--- config.mk ---
export PLATFORM = sky130hd
export DESIGN_NAME = mm_queue
export DESIGN_NICKNAME = d
export VERILOG_FILES = /design/src/rtl/core/mm_pkg.sv /design/src/rtl/core/mm_queue.sv
export SDC_FILE = /design/constraint.sdc
export NUM_CORES = 1
export LEC_CHECK = 0
export BUFFER_PORTS_ARGS = -buffer_cell sky130_fd_sc_hd__buf_2
export CAP_MARGIN = 20
export CORE_MARGIN = 8
export CORE_UTILIZATION = 40
export DETAILED_ROUTE_END_ITERATION = 8
export PLACE_DENSITY = 0.6
export SLEW_MARGIN = 0
export SYNTH_ARGS = -nofsm -noshare
export SYNTH_HDL_FRONTEND = slang
export SYNTH_SLANG_ARGS = --single-unit
--- constraint.sdc ---
create_clock -name clk -period 2.4 [get_ports clk]
set_clock_uncertainty 0.15 [all_clocks]
set_input_delay 0.36 -clock clk [delete_from_list [all_inputs] [get_ports clk]]
set_output_delay 0.36 -clock clk [all_outputs]
set_load 0.05 [all_outputs]
--- src/rtl/core/mm_pkg.sv ---
package mm_pkg;

	typedef enum logic [1:0] {
		CMD_WR_A = 2'd0,
		CMD_WR_B = 2'd1,
		CMD_CALC = 2'd2
	} cmd_t;

	typedef enum logic {
		ST_IDLE,
		ST_RUN
	} seq_state_t;

	localparam logic [1:0] CFG_A_ROWS = 2'd0;
	localparam logic [1:0] CFG_A_COLS = 2'd1;
	localparam logic [1:0] CFG_B_ROWS = 2'd2;
	localparam logic [1:0] CFG_B_COLS = 2'd3;

	localparam logic [3:0] DIM_RESET = 4'd8;
	localparam int FRAC_BITS = 16;
	localparam int Q_DEPTH = 4;
	localparam int Q_AW = 2;

	typedef struct packed {
		logic [1:0]         command;
		logic [2:0]         row_index;
		logic [2:0]         col_index;
		logic signed [31:0] entry_value;
	} in_item_t;

	typedef struct packed {
		logic [2:0]         out_row;
		logic [2:0]         out_col;
		logic signed [31:0] out_value;
		logic               size_error;
		logic               last;
	} out_item_t;

	typedef struct packed {
		cmd_t               op;
		logic [2:0]         row;
		logic [2:0]         col;
		logic signed [31:0] value;
	} job_t;

	typedef struct packed {
		logic [3:0] a_rows;
		logic [3:0] a_cols;
		logic [3:0] b_rows;
		logic [3:0] b_cols;
	} dims_t;

	typedef struct packed {
		logic full;
		logic empty;
	} q_stat_t;

	typedef struct packed {
		logic       valid;
		logic       first;
		logic       lastk;
		logic       last;
		logic       err;
		logic [2:0] row;
		logic [2:0] col;
	} tag_t;

endpackage

--- src/rtl/core/mm_queue.sv ---
module mm_queue (
	input  logic            clk,
	input  logic            arst_n,
	input  logic            push,
	input  mm_pkg::job_t    push_data,
	input  logic            pop,
	output mm_pkg::job_t    pop_data,
	output mm_pkg::q_stat_t q_stat
);

	mm_pkg::job_t                mem_q [mm_pkg::Q_DEPTH];
	logic [mm_pkg::Q_AW-1:0]     wr_q;
	logic [mm_pkg::Q_AW-1:0]     rd_q;
	logic [mm_pkg::Q_AW:0]       cnt_q;

	always_ff @(posedge clk or negedge arst_n) begin
		if (!arst_n) begin
			wr_q  <= '0;
			rd_q  <= '0;
			cnt_q <= '0;
		end else begin
			if (push) begin
				wr_q <= wr_q + 1'b1;
			end
			if (pop) begin
				rd_q <= rd_q + 1'b1;
			end
			if (push && !pop) begin
				cnt_q <= cnt_q + 1'b1;
			end else if (pop && !push) begin
				cnt_q <= cnt_q - 1'b1;
			end
		end
	end

	always_ff @(posedge clk) begin
		if (push) begin
			mem_q[wr_q] <= push_data;
		end
	end

	assign pop_data     = mem_q[rd_q];
	assign q_stat.full  = cnt_q == (mm_pkg::Q_AW + 1)'(mm_pkg::Q_DEPTH);
	assign q_stat.empty = cnt_q == '0;

endmodule

==> flow_metrics.env <==
export IMPL_setup_viol=0
export IMPL_yosysMostFrequentCell="edfxtp_1"
export IMPL_worst_r2r_cell_count=4
export IMPL_p_total_mw=11.9
export IMPL_clk_path_buf_depth=2
export IMPL_crit_arrival_ns=1.86
export IMPL_rows=45
export IMPL_antenna_found_initial=1
export IMPL_hold_start="push_data[11]"
export IMPL_path_clk_slew_ns=0.06
export IMPL_grt_ovfl_total=0
export IMPL_tightest_slew_ns=0.446
export IMPL_min_path_cells=1
export IMPL_async_reset_ff_share_pct=4.19
export IMPL_rrSetupSlack_ns=0.64
export IMPL_outcome="complete, no violations"
export IMPL_worstHoldPathType="input pin to flip-flop"
export IMPL_synth_edf_count=160
export IMPL_leakagePower_nw=2.95
export IMPL_dp_hpwl_um=7110
export IMPL_critPathMaxFanout=13
export IMPL_postSynthCellCount=244
export IMPL_antenna_cells=0
export IMPL_cts_tree="yes"
export IMPL_fin_crit_sh_pct=98.8
export IMPL_ys_warn_count=0
export IMPL_ys_top_cells_by_area="edfxtp_1 (77%), mux4_2 (14%), dfrtp_1 (2.8%), buf_12 (1.3%), ha_1 (1.0%)"
export IMPL_dieHeight_um=141
export IMPL_ant_nets=0
export IMPL_cts_buffers=17
export IMPL_dr_first_iter_drc_count=193
export IMPL_power_density_mw_per_mm2=1430
export IMPL_cts_htree_levels=4
export IMPL_grt_pass1_vias=3307
export IMPL_firstDrtPassIters=4
export IMPL_grt_usage_pct=12.7
export IMPL_fin_setup_tns_ns=0
export IMPL_seq_area_frac_synth_pct=80.1
export IMPL_ir_worst_vdd_uv=860
export IMPL_multi_input_area_mm2=0.00111
export IMPL_p_switching_mw=4.15
export IMPL_clock_sinks=167
export IMPL_die_w_um=141
export IMPL_routed_via_density=4.95
export IMPL_worst_setup_path_end_kind="output pin"
export IMPL_initial_core_util_pct=40.9
export IMPL_regArea_mm2=0.00498
export IMPL_drc=0
export IMPL_vias=2936
export IMPL_place_congestion=0.644
export IMPL_wl_per_cell_um=20.1
export IMPL_maxSlewHeadroom_pct=70.2
export IMPL_fmax_ghz=0.422
export IMPL_yosysUniqueCellTypes=20
export IMPL_synth_commonest_cells="edfxtp_1 (160), mux4_2 (38), dfrtp_1 (7)"
export IMPL_hold_path_end="mem_q[1][11]$_DFFE_PP_"
export IMPL_fp_coreArea_mm2=0.0152
export IMPL_clock_latency_ns=0.42
export IMPL_maxCapViolCount=0
export IMPL_p_int_mw=7.75
export IMPL_die_area_mm2=0.0198
export IMPL_layout_drive_gt1_share_pct=43.5
export IMPL_sequentialPowerShare_pct=33.7
export IMPL_grt_pass1_wl_um=18400
export IMPL_synth_top_area_share_pct=77.3
export IMPL_fillers=1172
export IMPL_ioPinCount=86
export IMPL_area_delta_synth_final_pct=33.7
export IMPL_nets=442
export IMPL_r2r_start="wr_q[0]$_DFFE_PN0P_"
export IMPL_synth_top_flop_cell="edfxtp_1"
export IMPL_syn_nets=294
export IMPL_p_clk_share_pct=25.1
export IMPL_fin_crit_ns=2.37
export IMPL_yosys_area_top_type="edfxtp_1"
export IMPL_drv_slew=0
export IMPL_critPathLaunchType="flip-flop"
export IMPL_combPwrFrac_pct=41.2
export IMPL_syn_area_mm2=0.00622
export IMPL_crit_required_ns=1.89
export IMPL_io_buffers=85
export IMPL_rsz0062_at_grt="yes"
export IMPL_hold_violations=0
export IMPL_r2r_end="mem_q[0][22]$_DFFE_PP_"
export IMPL_critPathKind="flip-flop to output pin"
export IMPL_avgSynthCellArea_um2=25.5
export IMPL_clk_root_buffer_cell="clkbuf_16"
export IMPL_grt_max_degree=25
export IMPL_routed_wl_um=11900
export IMPL_ys_ff_latch=167
export IMPL_sw_frac_of_total_pct=34.8
[worst max-delay path by stage]
| stage | startpoint | to | slack, ns | cells past startpoint |
|---|---|---|---|---|
| finish | rd_q[0]$_DFFE_PN0P_ | pop_data[38] | 0.03 | 3 |
| global route | rd_q[0]$_DFFE_PN0P_ | pop_data[38] | -0.04 | 3 |
| CTS | rd_q[0]$_DFFE_PN0P_ | pop_data[22] | -0.04 | 3 |
| detailed placement | rd_q[0]$_DFFE_PN0P_ | pop_data[33] | 0.38 | 3 |
| global placement | rd_q[0]$_DFFE_PN0P_ | pop_data[33] | 0.40 | 3 |
| floorplan | wr_q[0]$_DFFE_PN0P_ | mem_q[2][0]$_DFFE_PP_ | 0.27 | 3 |
[worst max-delay path: stages, from the launching register on]
cell	delay, ns
dfrtp_4	0.52
buf_16	0.19
mux4_2	0.54
buf_6	0.17
[per-stage QoR]
step / hold WS [ns] / setup slack (ns) / cell area (um2) / utilization [%] / cells
after floorplan: -0.0856 / 0.265 / 6220 / - / 244
after global placement: 0.0566 / 0.404 / 6950 / 45.7 / 519
after detailed placement: 0.0619 / 0.383 / 6950 / 45.7 / 519
after CTS: 0.000473 / -0.0387 / 8230 / 54.1 / 592
after global routing: 0.0139 / -0.0424 / 8310 / 54.7 / 593
final: 0.0299 / 0.0294 / 8310 / 54.7 / 593
[sequential cells by signal, summed over array words and instances (netlist names)]
name / count
wr_q: 2
cnt_q: 3
mem_q: 160
rd_q: 2
[what timing repair did]
action | CTS | global route
setup endpoints to repair | 25 | 26
hold endpoints to repair | 157 | 0
hold buffers | 40 | 0
gates cloned | 1 | 1
gates resized for setup | 68 | 16
buffers inserted | 0 | 0
[layout make-up]
class,count,area share (%)
Timing Repair Buffer,139,15.8
Clock inverter,9,2.05
Inverter,4,0.181
Clock buffer,23,5.87
Multi-Input combinational cell,63,13.3
Tap cell,188,2.83
Sequential cell,167,60.0
[cell families after synthesis]
family	synth area share [%]
xor+xnor	0.845
flops	80.1
compound gates	0.0804
simple gates	0.785
mux	14.8
buf+inv	2.09
fa+ha+maj	1.33
[power groups by stage]
stage	logic (mW)	clock network, mW	registers [mW]
after floorplan	3.27	0	4.00
after global placement	4.15	0	4.01
after detailed placement	4.18	0	4.05
after CTS	4.82	3.05	4.01
after global routing	5.16	3.14	4.06
final	4.90	2.99	4.01
[layout by cell type (no fill, tap or decap), types with 5 or more instances in the layout]
cell,count
edfxtp_1,160
buf_2,45
mux4_2,40
dlygate4sd3_1,40
buf_6,40
clkbuf_16,18
buf_12,6
ha_1,5
bufinv_16,5
dfrtp_1,5
buf_4,5
[layer usage]
layer	up-vias	global-route usage [%]	part of all wire [%]
met1	1529	15.0	43
met2	63	20.4	50
met5	-	0	0.067
li1	1322	-	-
met4	2	5.83	1.8
met3	20	4.56	4.7
Note: power is estimated with default switching activity, not from simulation.
